$ cat src/hw/rtl/owrs_pkg.sv
package owrs_pkg;

    // Item kinds carried in s_tuser.
    localparam logic [1:0] FUNC_NEW_SEARCH = 2'd0;
    localparam logic [1:0] FUNC_START_PASS = 2'd1;
    localparam logic [1:0] FUNC_BIT_PAIR   = 2'd2;

    // Result status codes carried in m_tuser.
    localparam logic [2:0] ST_CONTINUE    = 3'd0;
    localparam logic [2:0] ST_FOUND       = 3'd1;
    localparam logic [2:0] ST_CRC_BAD     = 3'd2;
    localparam logic [2:0] ST_NO_PRESENCE = 3'd3;
    localparam logic [2:0] ST_CONFLICT    = 3'd4;
    localparam logic [2:0] ST_DONE        = 3'd5;
    localparam logic [2:0] ST_IGNORED     = 3'd6;

    // Reflected CRC-8 polynomial of the ROM code check.
    localparam logic [7:0] CRC_POLY = 8'h8C;

    localparam int FUNC_W    = 2;
    localparam int STATUS_W  = 3;
    localparam int ROM_W     = 64;
    localparam int FORK_W    = 8;
    localparam int S_DATA_W  = 8;
    localparam int M_DATA_W  = 80;

    typedef logic [FORK_W-1:0] fork_t;

endpackage

$ cat src/hw/rtl/onewire_rom_search_engine_top.sv
// A result appears in the output register in the cycle after its input transfer.
// Throughput: one item per cycle; s_tready stays high while the output register is
// empty or is being drained in the same cycle.
// Reset (rst_n low, asynchronous): committed and working codes clear to zero, both
// forks load ROM_BITS, no pass is active and the output register is empty.
module onewire_rom_search_engine_top
    import owrs_pkg::*;
#(
    parameter int ROM_BITS = 64
)
(
    input  logic                clk,
    input  logic                rst_n,
    input  logic                s_tvalid,
    output logic                s_tready,
    // s_tdata from bit 0: first_bit, second_bit, presence, zero fill.
    input  logic [S_DATA_W-1:0] s_tdata,
    // s_tuser from bit 0: func.
    input  logic [FUNC_W-1:0]   s_tuser,
    output logic                m_tvalid,
    input  logic                m_tready,
    // m_tdata from bit 0: drive_write, write_bit, rom_code[63:0],
    // fork_position[7:0], zero fill.
    output logic [M_DATA_W-1:0] m_tdata,
    // m_tuser from bit 0: status.
    output logic [STATUS_W-1:0] m_tuser
);

    localparam int IDX_W = (ROM_BITS > 1) ? $clog2(ROM_BITS) : 1;
    localparam logic [IDX_W-1:0] LAST_IDX = IDX_W'(ROM_BITS - 1);
    localparam fork_t FORK_INIT = FORK_W'(ROM_BITS);
    localparam fork_t FORK_NONE = '1;

    // Search state. The forks are two's complement; all ones means no fork left.
    logic [ROM_BITS-1:0] committed_rom_reg, committed_rom_next;
    fork_t               committed_fork_reg, committed_fork_next;
    logic [ROM_BITS-1:0] working_rom_reg, working_rom_next;
    fork_t               working_fork_reg, working_fork_next;
    logic [IDX_W-1:0]    bit_pos_reg, bit_pos_next;
    logic                pass_active_reg, pass_active_next;
    logic [7:0]          crc_reg, crc_next;

    // Output register.
    logic                m_valid_reg;
    logic                drive_reg, drive_next;
    logic                wbit_reg, wbit_next;
    logic [STATUS_W-1:0] status_reg, status_next;

    logic                in_xfer;
    logic [FUNC_W-1:0]   func;
    logic                first_bit;
    logic                second_bit;
    logic                presence;

    logic [ROM_BITS-1:0] prep_rom;
    logic                pick_bit;
    logic                crc_fb;
    logic [7:0]          crc_step;

    // The output register is the only buffer; a new item may enter whenever it
    // is empty or its content leaves in this cycle.
    assign s_tready = !m_valid_reg || m_tready;
    assign in_xfer  = s_tvalid && s_tready;

    assign func       = s_tuser;
    assign first_bit  = s_tdata[0];
    assign second_bit = s_tdata[1];
    assign presence   = s_tdata[2];

    // Working code for a new pass: the fork bit is forced to one and every bit
    // above it is cleared. A fork at or above ROM_BITS leaves the code as is.
    always_comb
    begin
        prep_rom = committed_rom_reg;
        if (!committed_fork_reg[FORK_W-1] && (committed_fork_reg < FORK_INIT))
        begin
            for (int i = 0; i < ROM_BITS; i++)
            begin
                if (FORK_W'(i) == committed_fork_reg)
                begin
                    prep_rom[i] = 1'b1;
                end
                else if (FORK_W'(i) > committed_fork_reg)
                begin
                    prep_rom[i] = 1'b0;
                end
            end
        end
    end

    // A zero-zero pair is a fork: repeat a one already in the code, otherwise
    // take zero. A mixed pair names the bit directly.
    assign pick_bit = (!first_bit && !second_bit) ? working_rom_reg[bit_pos_reg] : first_bit;

    assign crc_fb   = crc_reg[0] ^ pick_bit;
    assign crc_step = (crc_reg >> 1) ^ (crc_fb ? CRC_POLY : 8'h00);

    always_comb
    begin
        committed_rom_next  = committed_rom_reg;
        committed_fork_next = committed_fork_reg;
        working_rom_next    = working_rom_reg;
        working_fork_next   = working_fork_reg;
        bit_pos_next        = bit_pos_reg;
        pass_active_next    = pass_active_reg;
        crc_next            = crc_reg;
        drive_next          = 1'b0;
        wbit_next           = 1'b0;
        status_next         = ST_IGNORED;

        case (func)
            FUNC_NEW_SEARCH:
            begin
                committed_rom_next  = '0;
                committed_fork_next = FORK_INIT;
                working_rom_next    = '0;
                working_fork_next   = FORK_INIT;
                bit_pos_next        = '0;
                crc_next            = '0;
                pass_active_next    = 1'b0;
                status_next         = ST_CONTINUE;
            end
            FUNC_START_PASS:
            begin
                bit_pos_next     = '0;
                crc_next         = '0;
                pass_active_next = 1'b0;
                if (committed_fork_reg[FORK_W-1])
                begin
                    // No fork left: the walk has found every device.
                    working_rom_next  = committed_rom_reg;
                    working_fork_next = committed_fork_reg;
                    status_next       = ST_DONE;
                end
                else
                begin
                    working_rom_next  = prep_rom;
                    working_fork_next = FORK_NONE;
                    if (presence)
                    begin
                        pass_active_next = 1'b1;
                        status_next      = ST_CONTINUE;
                    end
                    else
                    begin
                        status_next = ST_NO_PRESENCE;
                    end
                end
            end
            FUNC_BIT_PAIR:
            begin
                if (pass_active_reg)
                begin
                    if (first_bit && second_bit)
                    begin
                        // No device answered on this bit.
                        pass_active_next = 1'b0;
                        status_next      = ST_CONFLICT;
                    end
                    else
                    begin
                        working_rom_next[bit_pos_reg] = pick_bit;
                        if (!first_bit && !second_bit && !pick_bit)
                        begin
                            working_fork_next = FORK_W'(bit_pos_reg);
                        end
                        crc_next     = crc_step;
                        bit_pos_next = bit_pos_reg + 1'b1;
                        drive_next   = 1'b1;
                        wbit_next    = pick_bit;
                        status_next  = ST_CONTINUE;
                        if (bit_pos_reg == LAST_IDX)
                        begin
                            pass_active_next = 1'b0;
                            if (crc_step == 8'h00)
                            begin
                                committed_rom_next  = working_rom_next;
                                committed_fork_next = working_fork_next;
                                status_next         = ST_FOUND;
                            end
                            else
                            begin
                                status_next = ST_CRC_BAD;
                            end
                        end
                    end
                end
            end
            default:
            begin
                status_next = ST_IGNORED;
            end
        endcase
    end

    always_ff @(posedge clk or negedge rst_n)
    begin
        if (!rst_n)
        begin
            committed_rom_reg  <= '0;
            committed_fork_reg <= FORK_INIT;
            working_rom_reg    <= '0;
            working_fork_reg   <= FORK_INIT;
            bit_pos_reg        <= '0;
            pass_active_reg    <= 1'b0;
            crc_reg            <= '0;
            m_valid_reg        <= 1'b0;
        end
        else
        begin
            if (in_xfer)
            begin
                committed_rom_reg  <= committed_rom_next;
                committed_fork_reg <= committed_fork_next;
                working_rom_reg    <= working_rom_next;
                working_fork_reg   <= working_fork_next;
                bit_pos_reg        <= bit_pos_next;
                pass_active_reg    <= pass_active_next;
                crc_reg            <= crc_next;
                m_valid_reg        <= 1'b1;
            end
            else if (m_tready)
            begin
                m_valid_reg <= 1'b0;
            end
        end
    end

    // Result payload; the code and fork shown are the working copies after the item.
    always_ff @(posedge clk)
    begin
        if (in_xfer)
        begin
            drive_reg  <= drive_next;
            wbit_reg   <= wbit_next;
            status_reg <= status_next;
        end
    end

    assign m_tvalid = m_valid_reg;
    assign m_tuser  = status_reg;
    assign m_tdata  = {6'b0, working_fork_reg, ROM_W'(working_rom_reg), wbit_reg, drive_reg};

endmodule

$ cat config.mk
export PLATFORM = sky130hd
export DESIGN_NAME = onewire_rom_search_engine_top
export DESIGN_NICKNAME = d
export VERILOG_FILES = /design/src/hw/rtl/owrs_pkg.sv /design/src/hw/rtl/onewire_rom_search_engine_top.sv
export SDC_FILE = /design/constraint.sdc
export NUM_CORES = 1
export LEC_CHECK = 0
export BUFFER_PORTS_ARGS = -buffer_cell sky130_fd_sc_hd__buf_4
export CAP_MARGIN = 30
export CORE_ASPECT_RATIO = 1.75
export CORE_MARGIN = 1.5
export CORE_UTILIZATION = 50
export CTS_CLUSTER_DIAMETER = 50
export CTS_CLUSTER_SIZE = 14
export DETAILED_ROUTE_END_ITERATION = 12
export GPL_ROUTABILITY_DRIVEN = 0
export PLACE_DENSITY = 0.69
export REMOVE_ABC_BUFFERS = 1
export SYNTH_ARGS = -nofsm -noshare
export SYNTH_HDL_FRONTEND = slang
export SYNTH_SLANG_ARGS = --single-unit
$ cat constraint.sdc
create_clock -name clk -period 3.47 [get_ports clk]
set_input_delay 0.347 -clock clk [delete_from_list [all_inputs] [get_ports clk]]
set_output_delay 0.347 -clock clk [all_outputs]
set_load 0.05 [all_outputs]
==> flow_summary.yaml, run 1 <==
synth:
  yosysMostFrequentCell: "nand2_1"
  synth_xor_area_frac: 0.00458
  syn_avg_cell_area_um2: 9.14
  synth_top_family_by_area: "compound AO/OA/AOI/OAI gates"
  yosysSeqAreaShare: 0.422
  synth_area_leaders: "dfrtp_1, mux2i_1, nand2_1"
  ys_warn_count: 0
  syn_area_mm2: 0.00984
  yosys.area_share.simple: 0.163
  synth_compound_area_frac: 0.239
  synth_mux_area_frac: 0.110
  synth_seq_cells: 165
  synth_top_cell_area_share: 0.402
  synth_top_area_cell: "dfrtp_1"
  synth_edf_count: 5
  syn_inst: 1077
  ys.flop_type: "dfrtp_1"
  synth_common_cells: "nand2_1, dfrtp_1, mux2i_1"
  synthAdderAreaFrac: 0.00636
  synthDistinctLibCells: 62
  synth-async-reset-ratio: 0.970
timing:
  min_period_ns: 3.28
  setup_ws_ns: 0.186
  max_slew.worst_pin.slew_ns: 1.07
  period_share: 0.947
  fmax_ghz: 0.304
  setup_viol: 0
  drv_slew: 0
  hold_viol: 22
  slew_headroom: 0.280
  holdWs_ns: -0.0216
  grt_setup_unrepaired: "no"
  finClkSkew_ns: 0.0112
routing:
  drc: 0
  routed_wl_um: 37300
  avgRoutedWirePerCell_um: 26.5
  vias: 9634
  drtIter0Drc: 1168
  dr.pass1.iters: 7
  via_per_inst: 6.86
  ant_nets: 0
floorplan:
  die_area_mm2: 0.0206
  die_x_um: 109
  start_util: 0.513
  fp-row-count: 67
  core_area_mm2: 0.0192
  die_y_um: 189
  io_pins: 99
final_layout:
  stdcell_area_mm2: 0.0116
  drive_gt1_frac: 0.183
  area_growth_pct: 17.5
  fin_nets: 1170
  fin_util: 0.603
  antenna_cells: 0
setup_path:
  worstRegToRegCells: 10
  worstReg2RegStart: "bit_pos_reg[0]"
  arrival_ns: 3.66
  crit_path_max_fanout: 44
  worst_r2r_endpoint: "committed_rom_reg[56]"
  r2r_slack_ns: 0.19
  startpoint_type: "register"
  path_class: "reg2reg"
  required_ns: 3.84
  worst_setup_path_end_kind: "register"
clock_network:
  clk_latency_ns: 0.46
  cts_setup_buffers: 0
  post_cts_resized: 0
  cts_buffers: 17
  clock_sinks: 165
  clockBufferDepth: 2
  cts_hold_buf: 0
  root_buffer: "clkbuf_16"
  htreeDepth: 4
  cts_tree: "yes"
  path_clk_slew_ns: 0.07
global_routing:
  grt_pass1_vias: 9491
  grt_max_degree: 92
  grt_first_pass_wirelength_um: 57000
  grtUsageTotal: 0.377
  overflow: 0
  antenna_found_initial: 0
power:
  vdd.ir_drop.worst_mv: 0.309
  total_power_mw: 4.80
  power_density_mw_per_mm2: 415
  power.leakage_nw: 4.92
place:
  hpwl_um: 25000
  place_area_mm2: 0.0109
  port_buffers: 87
  dp_slack_ns: 0.286
outcome:
  status: "finished with violations"
  violations: "negative hold slack"
flow_run:
  maxCapViolations: 0
hold_path:
  hold_path_class: "in2async"
[power by group]
| part | internal, mW | switching, mW | total [mW] | leakage, nW |
|---|---|---|---|---|
| sequential | 1.98 | 0.0551 | 2.03 | 2.26 |
| clock | 1.16 | 0.847 | 2.00 | 0.286 |
| combinational | 0.223 | 0.541 | 0.764 | 2.38 |
| total | 3.36 | 1.44 | 4.80 | 4.92 |
[worst max-delay path by stage]
| stage | from | end | cells after the start |
|---|---|---|---|
| floorplan | bit_pos_reg[0] | committed_rom_reg[45] | 8 |
| CTS | bit_pos_reg[0] | committed_rom_reg[0] | 10 |
| finish | bit_pos_reg[0] | committed_rom_reg[56] | 10 |
| detailed placement | bit_pos_reg[0] | committed_rom_reg[15] | 10 |
| global route | bit_pos_reg[1] | working_rom_reg[31] | 12 |
| global placement | bit_pos_reg[0] | committed_rom_reg[56] | 10 |
[cells in the final DEF (no fill, tap or decap), types with 9 or more instances in the layout]
| master | instances |
|---|---|
| a21oi_1 | 53 |
| and2_1 | 10 |
| a31oi_1 | 10 |
| o21ai_1 | 22 |
| o21ai_0 | 61 |
| mux2i_1 | 86 |
| a22oi_1 | 24 |
| inv_1 | 15 |
| nand3_1 | 31 |
| clkbuf_16 | 17 |
| nor3_1 | 24 |
| mux4_2 | 9 |
| nor2_1 | 67 |
| o2bb2ai_1 | 74 |
| dfrtp_1 | 157 |
| buf_4 | 143 |
| o221ai_1 | 34 |
| nand2_1 | 172 |
[through the flow]
step / cells / TNS, ns
final: 1405 / 0
after global routing: 1405 / 0
after CTS: 1404 / 0
after detailed placement: 1372 / 0
after global placement: 1372 / 0
after floorplan: 980 / -171.65
[worst max-delay path, stage by stage, from the launching register on]
cell and delay (ns):
dfrtp_2 0.46, buf_12 0.29, mux2_2 0.39, o2bb2ai_1 0.25, o31ai_1 0.17, nor4_2 0.51, a21oi_4 0.19, xnor2_4 0.20
a22oi_4 0.26, buf_4 0.31, o2bb2ai_1 0.15
[kinds of logic (layout without fill, tap and decap cells)]
family                     Yosys count  count (layout)
xor gates and xnor gates             3               3
DFF                                165             165
other                                1               6
AOI/OAI and AO/OA                  333             333
muxes                               97              97
adders and majority gates            5               5
buffers and inverters              117             199
and+or+nand+nor                    356             356
[metal layers]
metal | share of wire | track usage
met1 | 0.35 | 0.460
met2 | 0.46 | 0.570
met3 | 0.094 | 0.0695
met4 | 0.094 | 0.309
met5 | 0 | 0
[area by class of cell]
cell class,instances,area [um^2]
timing repair buffer,152,1240
fill,1687,7630
clock buffer,18,439
inverter,15,56.3
clock inverter,14,176
multi-input combinational,800,5190
tap,241,302
sequential,165,4160
Power figures use the tool's default switching activity.
==> run 2, diff against run 1 <==
--- a/config.mk
+++ b/config.mk
@@ -14,6 +14,7 @@
 export CTS_CLUSTER_SIZE = 14
 export DETAILED_ROUTE_END_ITERATION = 12
 export GPL_ROUTABILITY_DRIVEN = 0
+export GPL_TIMING_DRIVEN = 0
 export PLACE_DENSITY = 0.69
 export REMOVE_ABC_BUFFERS = 1
 export SYNTH_ARGS = -nofsm -noshare
==> flow_summary.yaml, run 2 (synthesis results as in run 1) <==
floorplan:
  start_util: 0.513
  io_pins: 99
  core_area_mm2: 0.0192
  fp-row-count: 67
  die_area_mm2: 0.0206
  die_y_um: 189
  die_x_um: 109
routing:
  drtIter0Drc: 1460
  routed_wl_um: 39300
  vias: 9966
  drc: 0
  avgRoutedWirePerCell_um: 28.3
  dr.pass1.iters: 8
  via_per_inst: 7.20
  ant_nets: 0
clock_network:
  path_clk_slew_ns: 0.07
  cts_tree: "yes"
  clk_latency_ns: 0.45
  cts_buffers: 17
  root_buffer: "clkbuf_16"
  clockBufferDepth: 2
  htreeDepth: 4
  clock_sinks: 165
timing:
  setup_viol: 1
  drv_slew: 0
  slew_headroom: 0.264
  period_share: 1.01
  fmax_ghz: 0.285
  min_period_ns: 3.51
  setup_ws_ns: -0.0436
  holdWs_ns: 0.102
  hold_viol: 0
  finClkSkew_ns: 0.0154
  max_slew.worst_pin.slew_ns: 1.10
global_routing:
  antenna_found_initial: 0
  grt_pass1_vias: 9738
  overflow: 0
  grt_first_pass_wirelength_um: 59300
  grt_max_degree: 87
  grtUsageTotal: 0.389
final_layout:
  fill_cells: 1646
  fin_nets: 1150
  multi_input_area_mm2: 0.00534
  stdcell_area_mm2: 0.0117
  drive_gt1_frac: 0.186
  layout_commonest_cell: "nand2_1"
  area_growth_pct: 18.8
  antenna_cells: 0
  final_cell_mix: "nand2_1, dfrtp_1, buf_4"
  fin_cells: 1385
  area.sequential_mm2: 0.00417
outcome:
  violations: "negative setup slack"
  status: "finished with violations"
hold_path:
  holdPathEnd: "m_tvalid"
  hold_path_class: "in2reg"
  min_path_cells: 2
  min-delay-start: "s_tvalid"
place:
  hpwl_um: 24400
  dp_slack_ns: -1.38
  placed_cells: 1329
  port_buffers: 87
  place_area_mm2: 0.0108
setup_path:
  critPathSlowestCell: "dfrtp_1"
  startpoint_type: "register"
  crit_path_max_fanout: 21
  crit_start: "committed_fork_reg[7]"
  arrival_ns: 3.88
  critPathMaxStageDelay_ns: 0.67
  crit_cells: 8
  r2r_slack_ns: -0.04
  required_ns: 3.84
  crit_buf_inv: 0
  path_class: "reg2reg"
  worst_setup_path_end_kind: "register"
  path_cells: "or2_2, nor2_1, nand2_1, nor2_1, nand3_1, a21oi_1, a21oi_1, o21ai_1"
  worst_r2r_endpoint: "working_rom_reg[5]"
  worstReg2RegStart: "committed_fork_reg[7]"
  critPathTopFamily: "simple AND/OR/NAND/NOR gates"
  worstRegToRegCells: 8
flow_run:
  maxCapViolations: 0
power:
  vdd.ir_drop.worst_mv: 0.263
  power_density_mw_per_mm2: 404
  power.leakage_nw: 4.87
## run 2: cell count changes in the layout (fill, tap and decap cells not counted), moves of 3 or more
cell,delta
buf_4,-39
buf_16,+8
dfrtp_1,-7
dfrtp_2,+6
buf_6,+4
a21oi_1,-3
a21oi_2,+3
bufinv_16,-3
## run 2: where the power goes
group          total, mW  switching [mW]  internal [mW]
Sequential          2.05          0.0698           1.98
Clock               1.85           0.871          0.982
Combinational      0.829           0.572          0.257
## run 2: worst reg2reg max path, delay by kind of cell, from the launching register on
kind,cells,cell delay [ns]
AND/OR/NAND/NOR,5,2.39
AO/OA/AOI/OAI,3,0.36
flip-flops,1,0.67
## run 2: worst max path at each step
stage | slack (ns) | end
finish | -0.04 | working_rom_reg[5]
global route | -0.04 | working_fork_reg[0]
CTS | 0.04 | working_rom_reg[52]
floorplan | -1.65 | committed_rom_reg[45]
global placement | -4.85 | committed_rom_reg[45]
detailed placement | -1.38 | committed_rom_reg[27]
## run 2: metal layers
layer,track usage,vias to the layer above,share of wire
li1,-,4078,-
met1,0.490,4736,0.35
met2,0.582,898,0.45
met3,0.0896,254,0.12
met4,0.271,0,0.082
met5,0,-,0
## run 2: through the flow
stage | power [mW] | setup TNS (ns) | util
after detailed placement | 2.81 | -124.34 | 0.563
after CTS | 4.67 | 0 | 0.603
after floorplan | 2.47 | -171.65 | -
after global placement | 2.74 | -596.21 | 0.539
final | 4.73 | -0.0436 | 0.609
after global routing | 4.83 | -0.214 | 0.609
## run 2: final cells by class
type / instances / area share
Tap cell: 241 / 0.0258
Multi-Input combinational cell: 803 / 0.456
Timing Repair Buffer: 129 / 0.108
Inverter: 15 / 0.00481
Clock buffer: 20 / 0.0399
Sequential cell: 165 / 0.357
Clock inverter: 12 / 0.00824
## run 2: what timing repair did
action	4_1_cts	5_1_grt
hold buffers	1	0
gates cloned	3	1
resized for setup	18	10
endpoints found under the setup margin	150	83
buffers inserted	13	5
pin swaps	7	3
endpoints found under the hold margin	74	0
==> run 3, diff against run 2 <==
--- a/config.mk
+++ b/config.mk
@@ -7,7 +7,6 @@
 export LEC_CHECK = 0
 export BUFFER_PORTS_ARGS = -buffer_cell sky130_fd_sc_hd__buf_4
 export CAP_MARGIN = 30
-export CORE_ASPECT_RATIO = 1.75
 export CORE_MARGIN = 1.5
 export CORE_UTILIZATION = 50
 export CTS_CLUSTER_DIAMETER = 50
@@ -20,3 +19,4 @@
 export SYNTH_ARGS = -nofsm -noshare
 export SYNTH_HDL_FRONTEND = slang
 export SYNTH_SLANG_ARGS = --single-unit
+export TNS_END_PERCENT = 1
==> flow_summary.yaml, run 3 (synthesis results as in run 1) <==
outcome:
  status: "completed"
final_layout:
  fin_nets: 1141
  final_cell_mix: "nand2_1, dfrtp_1, buf_4"
  area_growth_pct: 18.0
  fin_util: 0.599
  fill_cells: 1733
  area.sequential_mm2: 0.00417
  fin_cells: 1400
  stdcell_area_mm2: 0.0116
  multi_input_area_mm2: 0.00528
  antenna_cells: 0
  layout_commonest_cell: "nand2_1"
  drive_gt1_frac: 0.174
timing:
  setup_tns_ns: 0
  setup_viol: 0
  holdWs_ns: 0.107
  fmax_ghz: 0.292
  min_period_ns: 3.43
  slew_headroom: 0.250
  finClkSkew_ns: 0.0133
  period_share: 0.988
  drv_slew: 0
  setup_ws_ns: 0.0413
  max_slew.worst_pin.slew_ns: 1.12
  hold_viol: 0
  grt_setup_unrepaired: "yes"
power:
  power.leakage_nw: 4.84
  total_power_mw: 4.73
  vdd.ir_drop.worst_mv: 0.369
  power_density_mw_per_mm2: 407
routing:
  drtIter0Drc: 1367
  dr.pass1.iters: 8
  via_per_inst: 6.91
  drc: 0
  avgRoutedWirePerCell_um: 26.2
  vias: 9667
  ant_nets: 0
  routed_wl_um: 36700
hold_path:
  hold_path_class: "in2reg"
  min_path_cells: 2
place:
  port_buffers: 87
  hpwl_um: 22800
  placed_cells: 1352
  dp_slack_ns: -1.18
  place_area_mm2: 0.0108
global_routing:
  grt_pass1_vias: 9193
  overflow: 0
  grt_max_degree: 120
  grt_first_pass_wirelength_um: 55500
  antenna_found_initial: 0
  grtUsageTotal: 0.364
clock_network:
  root_buffer: "clkbuf_16"
  htreeDepth: 4
  clock_sinks: 165
  cts_buffers: 17
  clk_latency_ns: 0.45
  cts_tree: "yes"
  path_clk_slew_ns: 0.07
  clockBufferDepth: 2
setup_path:
  path_class: "reg2reg"
  crit_path_max_fanout: 31
  worstRegToRegCells: 14
  startpoint_type: "register"
  worst_setup_path_end_kind: "register"
  required_ns: 3.83
  arrival_ns: 3.79
floorplan:
  start_util: 0.507
  fp-row-count: 51
  core_area_mm2: 0.0194
  die_area_mm2: 0.0205
  die_x_um: 143
  die_y_um: 143
  io_pins: 99
flow_run:
  maxCapViolations: 0
==> run 3: final cells by class <==
type                            instances  share of cell area
Tap cell                              265              0.0285
Clock inverter                         11             0.00851
Clock buffer                           21              0.0414
Sequential cell                       165               0.359
Inverter                               15             0.00485
Timing Repair Buffer                  121               0.103
Multi-Input combinational cell        802               0.455
==> run 3: layer usage <==
metal	vias to the layer above	global-route usage	routed length, um
li1	4063	-	-
met1	4682	0.496	14400
met2	733	0.523	15600
met3	189	0.111	4540
met4	0	0.188	2060
met5	-	0	0
==> run 3: critical path: stages (launching register included) <==
cell,delay [ns]
dfrtp_4,0.50
buf_4,0.20
nor3b_4,0.44
buf_6,0.21
a32oi_1,0.09
a21oi_1,0.30
nor4_2,0.08
buf_4,0.18
a21oi_4,0.16
buf_12,0.22
xnor2_4,0.10
buf_12,0.15
a22oi_4,0.26
buf_12,0.26
o2bb2ai_1,0.15
==> run 3: where the power goes <==
part	total, mW	switching (mW)	internal [mW]
Sequential	2.04	0.0623	1.98
Clock	1.90	0.835	1.06
Combinational	0.788	0.550	0.239
Total	4.73	1.45	3.28
==> run 3: what timing repair did <==
item,CTS,global route
hold buffers,1,0
endpoints found under the setup margin,150,100
gates cloned,2,0
resized for setup,10,10
buffers inserted,5,7
pin swaps,4,3
endpoints found under the hold margin,39,0
==> run 3: final timing paths <==
path / slack (ns) / startpoint / to
max: 0.04 / bit_pos_reg[0] / committed_rom_reg[26]
min: 0.11 / s_tvalid / m_tvalid
max reg2reg: 0.04 / bit_pos_reg[0] / committed_rom_reg[26]
min reg2reg: 0.49 / committed_rom_reg[38] / committed_rom_reg[38]
max in group asynchronous: 2.14 / rst_n / committed_rom_reg[42]
min in group asynchronous: 0.38 / rst_n / committed_fork_reg[4]
